**src/design/mppt_pkg.sv**
```systemverilog
// types, constants and codes shared by the tracker controller, datapath and top level
package mppt_pkg;

   localparam int CODE_W     = 12;
   localparam int STEP_W     = 11;
   localparam int SWEEP_W    = 13;
   localparam int POINTS_W   = 7;
   localparam int SLOPE_W    = 24;
   localparam int OFFSET_W   = 32;
   localparam int CAL_W      = 37;
   localparam int HALF_W     = 18;
   localparam int PART_W     = 20;
   localparam int PROD_W     = 40;
   localparam int ACC_W      = 75;
   localparam int PWR_W      = 64;
   localparam int CSR_IDX_W  = 3;
   localparam int CSR_DATA_W = 32;

   localparam logic [CODE_W-1:0]   DAC_MAX     = 12'd4095;
   localparam logic [POINTS_W-1:0] MAX_POINTS  = 7'd100;
   localparam logic [CODE_W-1:0]   ANCHOR_BAND = 12'd3;

   localparam logic [1:0] OP_SAMPLE = 2'd0;
   localparam logic [1:0] OP_SWEEP  = 2'd1;
   localparam logic [1:0] OP_TRACK  = 2'd2;

   localparam logic [1:0] MUL_HH = 2'd0;
   localparam logic [1:0] MUL_HL = 2'd1;
   localparam logic [1:0] MUL_LH = 2'd2;
   localparam logic [1:0] MUL_LL = 2'd3;

   localparam logic [CSR_IDX_W-1:0] REG_ADC_SLOPE   = 3'd0;
   localparam logic [CSR_IDX_W-1:0] REG_ADC_OFFSET  = 3'd1;
   localparam logic [CSR_IDX_W-1:0] REG_DAC_SLOPE   = 3'd2;
   localparam logic [CSR_IDX_W-1:0] REG_DAC_OFFSET  = 3'd3;
   localparam logic [CSR_IDX_W-1:0] REG_TRACK_STEP  = 3'd4;
   localparam logic [CSR_IDX_W-1:0] REG_SWEEP_START = 3'd5;
   localparam logic [CSR_IDX_W-1:0] REG_SWEEP_STEP  = 3'd6;
   localparam logic [CSR_IDX_W-1:0] REG_SWEEP_PTS   = 3'd7;

   typedef enum logic [1:0] {
      MODE_IDLE  = 2'd0,
      MODE_TRACK = 2'd1,
      MODE_SWEEP = 2'd2
   } run_mode_type;

   typedef enum logic [1:0] {
      ST_IDLE,
      ST_CAL,
      ST_MUL,
      ST_UPD
   } ctrl_state_type;

   typedef struct packed {
      logic       load;
      logic       calib;
      logic       mul_en;
      logic [1:0] mul_sel;
      logic       update;
   } dp_cmd_type;

endpackage

```
**src/design/mppt_ctrl.sv**
```systemverilog
// sequencer for the tracker: request accept, calibration, four multiply passes, update
module mppt_ctrl (
   input  logic                clock,
   input  logic                reset,
   input  logic                req_valid,
   output logic                req_ready,
   output logic                rsp_valid,
   input  logic                rsp_ready,
   output mppt_pkg::dp_cmd_type cmd
);

   mppt_pkg::ctrl_state_type state_ff, state_in;
   logic [1:0] cnt_ff, cnt_in;
   logic       rsp_valid_ff, rsp_valid_in;

   always_ff @(posedge clock) begin
      if (reset) begin
         state_ff     <= mppt_pkg::ST_IDLE;
         cnt_ff       <= '0;
         rsp_valid_ff <= 1'b0;
      end else begin
         state_ff     <= state_in;
         cnt_ff       <= cnt_in;
         rsp_valid_ff <= rsp_valid_in;
      end
   end

   always_comb begin
      state_in     = state_ff;
      cnt_in       = cnt_ff;
      cmd          = '0;
      req_ready    = 1'b0;
      rsp_valid_in = rsp_valid_ff & ~rsp_ready;
      case (state_ff)
         mppt_pkg::ST_IDLE: begin
            req_ready = 1'b1;
            if (req_valid) begin
               cmd.load = 1'b1;
               state_in = mppt_pkg::ST_CAL;
            end
         end
         mppt_pkg::ST_CAL: begin
            cmd.calib = 1'b1;
            cnt_in    = mppt_pkg::MUL_HH;
            state_in  = mppt_pkg::ST_MUL;
         end
         mppt_pkg::ST_MUL: begin
            cmd.mul_en  = 1'b1;
            cmd.mul_sel = cnt_ff;
            cnt_in      = cnt_ff + 2'd1;
            if (cnt_ff == mppt_pkg::MUL_LL) begin
               state_in = mppt_pkg::ST_UPD;
            end
         end
         mppt_pkg::ST_UPD: begin
            if (!rsp_valid_ff || rsp_ready) begin
               cmd.update   = 1'b1;
               rsp_valid_in = 1'b1;
               state_in     = mppt_pkg::ST_IDLE;
            end
         end
         default: begin
            state_in = mppt_pkg::ST_IDLE;
         end
      endcase
   end

   assign rsp_valid = rsp_valid_ff;

endmodule

```
**src/design/mppt_dp.sv**
```systemverilog
// tracker datapath: settings, calibration, split power multiply, tracking and sweep state
module mppt_dp (
   input  logic                                 clock,
   input  logic                                 reset,
   input  logic                                 csr_write_en,
   input  logic [mppt_pkg::CSR_IDX_W-1:0]       csr_index,
   input  logic [mppt_pkg::CSR_DATA_W-1:0]      csr_wdata,
   input  logic [1:0]                           req_opcode,
   input  logic [mppt_pkg::CODE_W-1:0]          req_current_code,
   input  mppt_pkg::dp_cmd_type                 cmd,
   output logic [mppt_pkg::CODE_W-1:0]          rsp_dac_code,
   output logic [mppt_pkg::CODE_W-1:0]          rsp_point_code,
   output logic signed [mppt_pkg::PWR_W-1:0]    rsp_power,
   output logic                                 rsp_direction_down,
   output logic                                 rsp_busy_res,
   output logic                                 rsp_sweep_last
);

   localparam int CW = mppt_pkg::CODE_W;

   // settings
   logic signed [mppt_pkg::SLOPE_W-1:0]  adc_slope_ff, dac_slope_ff;
   logic signed [mppt_pkg::OFFSET_W-1:0] adc_offset_ff, dac_offset_ff;
   logic [mppt_pkg::STEP_W-1:0]          track_step_ff;
   logic [CW-1:0]                        sweep_start_ff;
   logic signed [mppt_pkg::SWEEP_W-1:0]  sweep_step_ff;
   logic [mppt_pkg::POINTS_W-1:0]        sweep_pts_ff;

   // tracker state
   mppt_pkg::run_mode_type               mode_ff, mode_in;
   logic [CW-1:0]                        code_ff, code_in;
   logic                                 down_ff, down_in;
   logic signed [mppt_pkg::PWR_W-1:0]    prev_ff, prev_in;
   logic [CW-1:0]                        anchor_ff, anchor_in;
   logic [mppt_pkg::POINTS_W-1:0]        pts_ff, pts_in;

   // working registers
   logic [1:0]                           op_ff;
   logic [CW-1:0]                        cc_ff;
   logic signed [mppt_pkg::CAL_W-1:0]    cur_ff, vol_ff, cur_in, vol_in;
   logic signed [mppt_pkg::ACC_W-1:0]    acc_ff, acc_in;

   always_ff @(posedge clock) begin
      if (reset) begin
         adc_slope_ff   <= 24'sd1;
         adc_offset_ff  <= '0;
         dac_slope_ff   <= 24'sd1;
         dac_offset_ff  <= '0;
         track_step_ff  <= 11'd10;
         sweep_start_ff <= '0;
         sweep_step_ff  <= '0;
         sweep_pts_ff   <= mppt_pkg::MAX_POINTS;
      end else if (csr_write_en) begin
         case (csr_index)
            mppt_pkg::REG_ADC_SLOPE:   adc_slope_ff   <= csr_wdata[mppt_pkg::SLOPE_W-1:0];
            mppt_pkg::REG_ADC_OFFSET:  adc_offset_ff  <= csr_wdata;
            mppt_pkg::REG_DAC_SLOPE:   dac_slope_ff   <= csr_wdata[mppt_pkg::SLOPE_W-1:0];
            mppt_pkg::REG_DAC_OFFSET:  dac_offset_ff  <= csr_wdata;
            mppt_pkg::REG_TRACK_STEP:  track_step_ff  <= csr_wdata[mppt_pkg::STEP_W-1:0];
            mppt_pkg::REG_SWEEP_START: sweep_start_ff <= csr_wdata[CW-1:0];
            mppt_pkg::REG_SWEEP_STEP:  sweep_step_ff  <= csr_wdata[mppt_pkg::SWEEP_W-1:0];
            mppt_pkg::REG_SWEEP_PTS:   sweep_pts_ff   <= csr_wdata[mppt_pkg::POINTS_W-1:0];
            default: ;
         endcase
      end
   end

   // calibration to nanoamps and microvolts
   logic signed [mppt_pkg::CAL_W-1:0] cc_s, code_s;
   assign cc_s   = mppt_pkg::CAL_W'($signed({1'b0, cc_ff}));
   assign code_s = mppt_pkg::CAL_W'($signed({1'b0, code_ff}));
   assign cur_in = cc_s * mppt_pkg::CAL_W'(adc_slope_ff) + mppt_pkg::CAL_W'(adc_offset_ff);
   assign vol_in = code_s * mppt_pkg::CAL_W'(dac_slope_ff) + mppt_pkg::CAL_W'(dac_offset_ff);

   // one 20x20 partial product per cycle
   logic signed [mppt_pkg::PART_W-1:0] cur_hi, cur_lo, vol_hi, vol_lo, mul_a, mul_b;
   logic signed [mppt_pkg::PROD_W-1:0] prod;
   logic signed [mppt_pkg::ACC_W-1:0]  prod_ext, prod_sh;

   assign cur_hi = mppt_pkg::PART_W'($signed(cur_ff[mppt_pkg::CAL_W-1:mppt_pkg::HALF_W]));
   assign vol_hi = mppt_pkg::PART_W'($signed(vol_ff[mppt_pkg::CAL_W-1:mppt_pkg::HALF_W]));
   assign cur_lo = $signed({2'b00, cur_ff[mppt_pkg::HALF_W-1:0]});
   assign vol_lo = $signed({2'b00, vol_ff[mppt_pkg::HALF_W-1:0]});
   assign mul_a  = cmd.mul_sel[1] ? cur_lo : cur_hi;
   assign mul_b  = cmd.mul_sel[0] ? vol_lo : vol_hi;
   assign prod   = mppt_pkg::PROD_W'(mul_a) * mppt_pkg::PROD_W'(mul_b);
   assign prod_ext = mppt_pkg::ACC_W'(prod);

   always_comb begin
      case (cmd.mul_sel)
         mppt_pkg::MUL_HH: prod_sh = prod_ext <<< (2 * mppt_pkg::HALF_W);
         mppt_pkg::MUL_HL: prod_sh = prod_ext <<< mppt_pkg::HALF_W;
         mppt_pkg::MUL_LH: prod_sh = prod_ext <<< mppt_pkg::HALF_W;
         default:          prod_sh = prod_ext;
      endcase
   end

   assign acc_in = acc_ff + prod_sh;

   // saturate to 64 bits
   logic signed [mppt_pkg::PWR_W-1:0] pw_sat;
   logic [mppt_pkg::ACC_W-mppt_pkg::PWR_W:0] top_bits;
   assign top_bits = acc_ff[mppt_pkg::ACC_W-1:mppt_pkg::PWR_W-1];

   always_comb begin
      if ((&top_bits) || !(|top_bits)) begin
         pw_sat = acc_ff[mppt_pkg::PWR_W-1:0];
      end else if (acc_ff[mppt_pkg::ACC_W-1]) begin
         pw_sat = {1'b1, {(mppt_pkg::PWR_W-1){1'b0}}};
      end else begin
         pw_sat = {1'b0, {(mppt_pkg::PWR_W-1){1'b1}}};
      end
   end

   // tracking step
   logic signed [CW:0]   diff;
   logic [CW-1:0]        diff_abs;
   logic                 flip, dir1;
   logic [CW:0]          down_sum, up_sum;
   logic [CW-1:0]        trk_code;
   logic                 trk_dir;

   assign diff     = $signed({1'b0, cc_ff}) - $signed({1'b0, anchor_ff});
   assign diff_abs = diff[CW] ? CW'(-diff) : diff[CW-1:0];
   assign flip     = !((pw_sat >= prev_ff) || (diff_abs < mppt_pkg::ANCHOR_BAND));
   assign dir1     = down_ff ^ flip;
   assign down_sum = {1'b0, code_ff} - (CW+1)'(track_step_ff);
   assign up_sum   = {1'b0, code_ff} + (CW+1)'(track_step_ff);

   always_comb begin
      if (dir1) begin
         if (down_sum[CW]) begin
            trk_code = {track_step_ff, 1'b0};
            trk_dir  = ~dir1;
         end else begin
            trk_code = down_sum[CW-1:0];
            trk_dir  = dir1;
         end
      end else begin
         if (up_sum > (CW+1)'(mppt_pkg::DAC_MAX)) begin
            trk_code = mppt_pkg::DAC_MAX;
            trk_dir  = ~dir1;
         end else begin
            trk_code = up_sum[CW-1:0];
            trk_dir  = dir1;
         end
      end
   end

   // sweep step
   logic [mppt_pkg::POINTS_W-1:0] n_pts, pts_inc;
   logic signed [CW+1:0]          sw_sum;
   logic [CW-1:0]                 sw_code;

   always_comb begin
      if (sweep_pts_ff > mppt_pkg::MAX_POINTS) begin
         n_pts = mppt_pkg::MAX_POINTS;
      end else if (sweep_pts_ff == '0) begin
         n_pts = mppt_pkg::POINTS_W'(1);
      end else begin
         n_pts = sweep_pts_ff;
      end
   end

   assign pts_inc = pts_ff + mppt_pkg::POINTS_W'(1);
   assign sw_sum  = $signed({2'b00, code_ff}) + (CW+2)'(sweep_step_ff);

   always_comb begin
      if (sw_sum < 0) begin
         sw_code = '0;
      end else if (sw_sum > $signed({2'b00, mppt_pkg::DAC_MAX})) begin
         sw_code = mppt_pkg::DAC_MAX;
      end else begin
         sw_code = sw_sum[CW-1:0];
      end
   end

   // next state and result
   logic [CW-1:0]                     point_v;
   logic signed [mppt_pkg::PWR_W-1:0] pw_v;
   logic                              last_v;

   always_comb begin
      mode_in   = mode_ff;
      code_in   = code_ff;
      down_in   = down_ff;
      prev_in   = prev_ff;
      anchor_in = anchor_ff;
      pts_in    = pts_ff;
      point_v   = code_ff;
      pw_v      = '0;
      last_v    = 1'b0;
      case (op_ff)
         mppt_pkg::OP_SAMPLE: begin
            if (mode_ff == mppt_pkg::MODE_TRACK) begin
               pw_v      = pw_sat;
               prev_in   = pw_sat;
               anchor_in = flip ? cc_ff : anchor_ff;
               code_in   = trk_code;
               down_in   = trk_dir;
            end else if (mode_ff == mppt_pkg::MODE_SWEEP) begin
               pw_v   = pw_sat;
               pts_in = pts_inc;
               if (pts_inc >= n_pts) begin
                  mode_in = mppt_pkg::MODE_IDLE;
                  last_v  = 1'b1;
               end else begin
                  code_in = sw_code;
               end
            end
         end
         mppt_pkg::OP_SWEEP: begin
            mode_in = mppt_pkg::MODE_SWEEP;
            pts_in  = '0;
            code_in = sweep_start_ff;
            point_v = '0;
         end
         mppt_pkg::OP_TRACK: begin
            mode_in = mppt_pkg::MODE_TRACK;
            point_v = '0;
         end
         default: ;
      endcase
   end

   always_ff @(posedge clock) begin
      if (reset) begin
         mode_ff   <= mppt_pkg::MODE_TRACK;
         code_ff   <= '0;
         down_ff   <= 1'b1;
         prev_ff   <= '0;
         anchor_ff <= '0;
         pts_ff    <= '0;
      end else if (cmd.update) begin
         mode_ff   <= mode_in;
         code_ff   <= code_in;
         down_ff   <= down_in;
         prev_ff   <= prev_in;
         anchor_ff <= anchor_in;
         pts_ff    <= pts_in;
      end
   end

   always_ff @(posedge clock) begin
      if (cmd.load) begin
         op_ff <= req_opcode;
         cc_ff <= req_current_code;
      end
      if (cmd.calib) begin
         cur_ff <= cur_in;
         vol_ff <= vol_in;
         acc_ff <= '0;
      end else if (cmd.mul_en) begin
         acc_ff <= acc_in;
      end
      if (cmd.update) begin
         rsp_dac_code       <= code_in;
         rsp_point_code     <= point_v;
         rsp_power          <= pw_v;
         rsp_direction_down <= down_in;
         rsp_busy_res       <= (mode_in == mppt_pkg::MODE_SWEEP);
         rsp_sweep_last     <= last_v;
      end
   end

endmodule

```
**src/design/mppt_perturb_observe_with_iv_sweep_unit.sv**
```systemverilog
// Perturb-and-observe MPPT with I-V sweep: one response for every request, one request in
// flight at a time. After the accept step, a request goes through one calibration step,
// four passes through the shared 20x20 multiplier that build the 37x37-bit power product,
// and one update step before the block is ready again. If the previous response
// has not yet been taken, the update step waits for it. Settings written through the csr
// port take effect on the next request if written while idle; the block does not enforce it.
module mppt_perturb_observe_with_iv_sweep_unit (
   input  logic                               clock,
   input  logic                               reset,
   input  logic                               csr_write_en,
   input  logic [mppt_pkg::CSR_IDX_W-1:0]     csr_index,
   input  logic [mppt_pkg::CSR_DATA_W-1:0]    csr_wdata,
   input  logic                               req_valid,
   output logic                               req_ready,
   input  logic [1:0]                         req_opcode,
   input  logic [mppt_pkg::CODE_W-1:0]        req_current_code,
   output logic                               rsp_valid,
   input  logic                               rsp_ready,
   output logic [mppt_pkg::CODE_W-1:0]        rsp_dac_code,
   output logic [mppt_pkg::CODE_W-1:0]        rsp_point_code,
   output logic signed [mppt_pkg::PWR_W-1:0]  rsp_power,
   output logic                               rsp_direction_down,
   output logic                               rsp_busy_res,
   output logic                               rsp_sweep_last
);

   mppt_pkg::dp_cmd_type cmd;

   mppt_ctrl u_ctrl (
      .clock     (clock),
      .reset     (reset),
      .req_valid (req_valid),
      .req_ready (req_ready),
      .rsp_valid (rsp_valid),
      .rsp_ready (rsp_ready),
      .cmd       (cmd)
   );

   mppt_dp u_dp (
      .clock              (clock),
      .reset              (reset),
      .csr_write_en       (csr_write_en),
      .csr_index          (csr_index),
      .csr_wdata          (csr_wdata),
      .req_opcode         (req_opcode),
      .req_current_code   (req_current_code),
      .cmd                (cmd),
      .rsp_dac_code       (rsp_dac_code),
      .rsp_point_code     (rsp_point_code),
      .rsp_power          (rsp_power),
      .rsp_direction_down (rsp_direction_down),
      .rsp_busy_res       (rsp_busy_res),
      .rsp_sweep_last     (rsp_sweep_last)
   );

   // one request at a time
   a_single_request: assert property (@(posedge clock) disable iff (reset)
      req_valid && req_ready |=> !req_ready)
      else $error("request accepted while another is in flight");

   // a response is pending once the request has gone through the datapath
   a_response_due: assert property (@(posedge clock) disable iff (reset)
      req_valid && req_ready |-> ##7 rsp_valid)
      else $error("no response after request");

   // the final sweep point leaves the sweep finished
   a_last_not_busy: assert property (@(posedge clock) disable iff (reset)
      rsp_valid && rsp_sweep_last |-> !rsp_busy_res)
      else $error("sweep still busy on its final point");

   // every calibration is followed by the first multiply pass, the high-high partial product
   a_mul_after_cal: assert property (@(posedge clock) disable iff (reset)
      cmd.calib |=> cmd.mul_en && (cmd.mul_sel == mppt_pkg::MUL_HH))
      else $error("multiply sequence did not follow calibration");

endmodule
```
**config.mk**
```make
export PLATFORM = sky130hd
export DESIGN_NAME = mppt_perturb_observe_with_iv_sweep_unit
export DESIGN_NICKNAME = d
export VERILOG_FILES = /design/src/design/mppt_pkg.sv /design/src/design/mppt_ctrl.sv /design/src/design/mppt_dp.sv /design/src/design/mppt_perturb_observe_with_iv_sweep_unit.sv
export SDC_FILE = /design/constraint.sdc
export NUM_CORES = 2
export LEC_CHECK = 0
export ABC_CLOCK_PERIOD_IN_PS = 21800
export CORE_MARGIN = 3
export CORE_UTILIZATION = 45
export CTS_BUF_LIST = sky130_fd_sc_hd__clkbuf_8 sky130_fd_sc_hd__clkbuf_16
export CTS_CLUSTER_DIAMETER = 200
export DETAILED_ROUTE_END_ITERATION = 10
export DONT_BUFFER_PORTS = 1
export SLEW_MARGIN = 20
export SYNTH_ARGS = -nofsm -noshare
export SYNTH_HDL_FRONTEND = slang
export SYNTH_SLANG_ARGS = --single-unit
```
**constraint.sdc**
```tcl
create_clock -name clock -period 21.8 [get_ports clock]
set_input_delay 1.09 -clock clock [delete_from_list [all_inputs] [get_ports clock]]
set_output_delay 1.09 -clock clock [all_outputs]
set_load 0.02 [all_outputs]
```
==> impl_metrics.env <==
export IMPL_yosys_area_top_type="fa_1"
export IMPL_hold_buffers=0
export IMPL_fin_hold_ws_ns=0.455
export IMPL_synth_fp_nets=8888
export IMPL_drt_iter0_markers=3345
export IMPL_post_cts_buffers=0
export IMPL_synth_area_sq_mm=0.0650
export IMPL_synth_area_leaders="fa_1, dfxtp_1, ha_1"
export IMPL_die_h_um=386
export IMPL_crit_path_frequent_cell="fa_1"
export IMPL_wire_per_inst_um=20.3
export IMPL_fp_coreArea_sq_mm=0.142
export IMPL_gr_total_overflow=0
export IMPL_critical_path_required_ns=22.43
export IMPL_synth_avg_cell_area_sq_um=8.85
export IMPL_slowest_stage="mux2i_1"
export IMPL_finalNetCount=8660
export IMPL_fmax_mhz=80.3
export IMPL_tightest_slew_ns=1.14
export IMPL_wirelength_um=184000
export IMPL_startpoint_type="flop"
export IMPL_min_path_type="flop to flop"
export IMPL_grt_pass1_wl_um=292000
export IMPL_die_w_um=386
export IMPL_worst_ep_arrival_time_ns=13.07
export IMPL_async_reset_ff_share_pct=0
export IMPL_grt_pass1_vias=51000
export IMPL_cts_root_buffer="clkbuf_16"
export IMPL_drive_gt1_share_pct=3.76
export IMPL_cp_end_kind="flop"
export IMPL_clock_skew_ns=0.0372
export IMPL_ios=147
export IMPL_status="finished, final reports clean"
export IMPL_firstDrtPassIters=7
export IMPL_cap_violations=0
export IMPL_initial_core_util_pct=45.6
export IMPL_fin_crit_ns=12.45
export IMPL_slew_headroom_pct=21.7
export IMPL_rsz0062_at_grt="false"
export IMPL_ys_seq_elements=512
export IMPL_final_antenna_net_count=0
export IMPL_fp_row_count=138
export IMPL_port_buffers=0
export IMPL_cpPeakStageDelay_ns=1.00
export IMPL_fin_tns_setup_ns=0
export IMPL_clk_path_buf_depth=3
export IMPL_drv_slew=0
export IMPL_area_growth_pct=5.75
export IMPL_synth_top_area_share_pct=30.6
export IMPL_cts_sinks=512
export IMPL_synth_cell_types=86
export IMPL_ys_warn_count=0
export IMPL_finalSetupViolations=0
export IMPL_place_gp_congestion=0.931
export IMPL_viasPerCell=5.50
export IMPL_cp_max_fo=39
export IMPL_dieArea_sq_mm=0.149
export IMPL_path_delay_family="adder cells"
export IMPL_cts_resized=0
export IMPL_synth_edf_count=179
export IMPL_insertion_delay_ns=0.71
export IMPL_cts_tree="built"
export IMPL_antenna_found_initial=14
export IMPL_synth_seq_area_share_pct=18.5
export IMPL_hpwlAfterDp_um=144000
export IMPL_grt_use_total_pct=25.1
export IMPL_cts_made_buffers=60
export IMPL_synth_cells=7349
export IMPL_finalCritPeriodShare_pct=57.1
export IMPL_grt_max_degree=262
export IMPL_worst_path_buf_inv=6
export IMPL_htree_levels=2
export IMPL_path_class="flop to flop"
export IMPL_drc=0
export IMPL_num_vias=49900
export IMPL_path_clk_slew_ns=0.06
export IMPL_finalHoldViolCount=0
export IMPL_synth_ff_type="dfxtp_1"
kinds of logic (layout without fill, tap and decap cells):
| kind of cell | count (synthesis) | after routing | synth area share, % |
|---|---|---|---|
| AND/OR/NAND/NOR | 2242 | 2242 | 15.5 |
| flip-flops | 512 | 512 | 18.5 |
| multiplexers | 122 | 122 | 1.93 |
| other | 0 | 5 | 0 |
| AO/OA/AOI/OAI | 1252 | 1252 | 12.3 |
| adder cells (fa/ha/maj) | 1485 | 1485 | 40.1 |
| buffers and inverters | 1533 | 1357 | 8.89 |
| XOR/XNOR | 203 | 203 | 2.73 |
worst reg2reg max path, delay by kind of cell (launching register included):
kind                       cells  cell delay, ns
and+or+nand+nor                7            1.62
DFF                            1            0.40
adders and majority gates     10            4.43
AOI/OAI and AO/OA             17            3.85
muxes                          1            1.05
buffers and inverters          6            0.83
xor gates and xnor gates       1            0.19
synth_stat cells (all sizes together) (57+ instances only):
| library cell | instances |
|---|---|
| clkbuf | 334 |
| nand3 | 63 |
| nor2 | 567 |
| a21oi | 477 |
| dfxtp | 333 |
| nand2 | 970 |
| xor2 | 57 |
| a311oi | 70 |
| xnor2 | 146 |
| fa | 994 |
| a21o | 117 |
| and2 | 329 |
| nor3 | 57 |
| inv | 1169 |
| o21ai | 224 |
| edfxtp | 179 |
| mux2i | 93 |
| ha | 491 |
per-stage QoR:
stage	instances	setup slack, ns	area [sq um]	util (%)
after CTS	9063	9.53	68700	48.2
after global placement	8949	9.85	66700	46.8
after detailed placement	8949	9.57	66700	46.8
after global routing	9064	8.60	68700	48.3
final	9068	9.35	68800	48.3
after floorplan	7349	10.71	65000	-
registers in the layout, summed over array words and instances (netlist names), 32 cells and up:
| register | cells |
|---|---|
| u_dp.acc_ff | 75 |
| u_dp.adc_offset_ff | 32 |
| u_dp.cur_ff | 37 |
| u_dp.dac_offset_ff | 32 |
| u_dp.prev_ff | 64 |
| u_dp.rsp_power | 64 |
| u_dp.vol_ff | 37 |
worst paths after layout:
path                            slack, ns                           startpoint                                   to  cells past startpoint
worst max register to register       9.35      u_ctrl.state_ff[0]$_SDFFE_PP0P_         u_dp.acc_ff[74]$_SDFFE_PN0N_                     42
worst min register to register       0.45  u_dp.sweep_start_ff[7]$_SDFFE_PP0P_  u_dp.sweep_start_ff[7]$_SDFFE_PP0P_                      2
worst max-delay path                 9.35      u_ctrl.state_ff[0]$_SDFFE_PP0P_         u_dp.acc_ff[74]$_SDFFE_PN0N_                     42
worst min-delay path                 0.45  u_dp.sweep_start_ff[7]$_SDFFE_PP0P_  u_dp.sweep_start_ff[7]$_SDFFE_PP0P_                      2
metal layers:
| layer | GRT usage (%) | part of all wire [%] |
|---|---|---|
| met4 | 8.50 | 3.8 |
| met1 | 32.8 | 42 |
| met2 | 42.8 | 49 |
| met3 | 3.26 | 5.2 |
| met5 | 0 | 0.036 |
area by class of cell:
type | count | area (sq um)
diodes | 5 | 12.5
inverters | 1171 | 4400
clock buffers | 71 | 1680
well taps | 1890 | 2360
clock inverters | 43 | 370
fillers | 13800 | 73700
flip-flops and latches | 512 | 12000
repair buffers | 72 | 541
multi-input cells | 5304 | 47400
cell usage in the layout, fill, tap and decap left out, types with 146 or more instances in the layout:
master | netlist | routed
ha_1 | 491 | 488
edfxtp_1 | 179 | 179
inv_1 | 1169 | 1182
xnor2_1 | 146 | 146
dfxtp_1 | 333 | 333
a21oi_1 | 475 | 475
o21ai_0 | 218 | 218
and2_1 | 327 | 327
fa_1 | 994 | 994
nor2_1 | 566 | 561
nand2_1 | 970 | 968
Power is left out: the tool's default activity adds up to more than one toggle a clock period on the data nets, which glitch-free logic cannot reach.
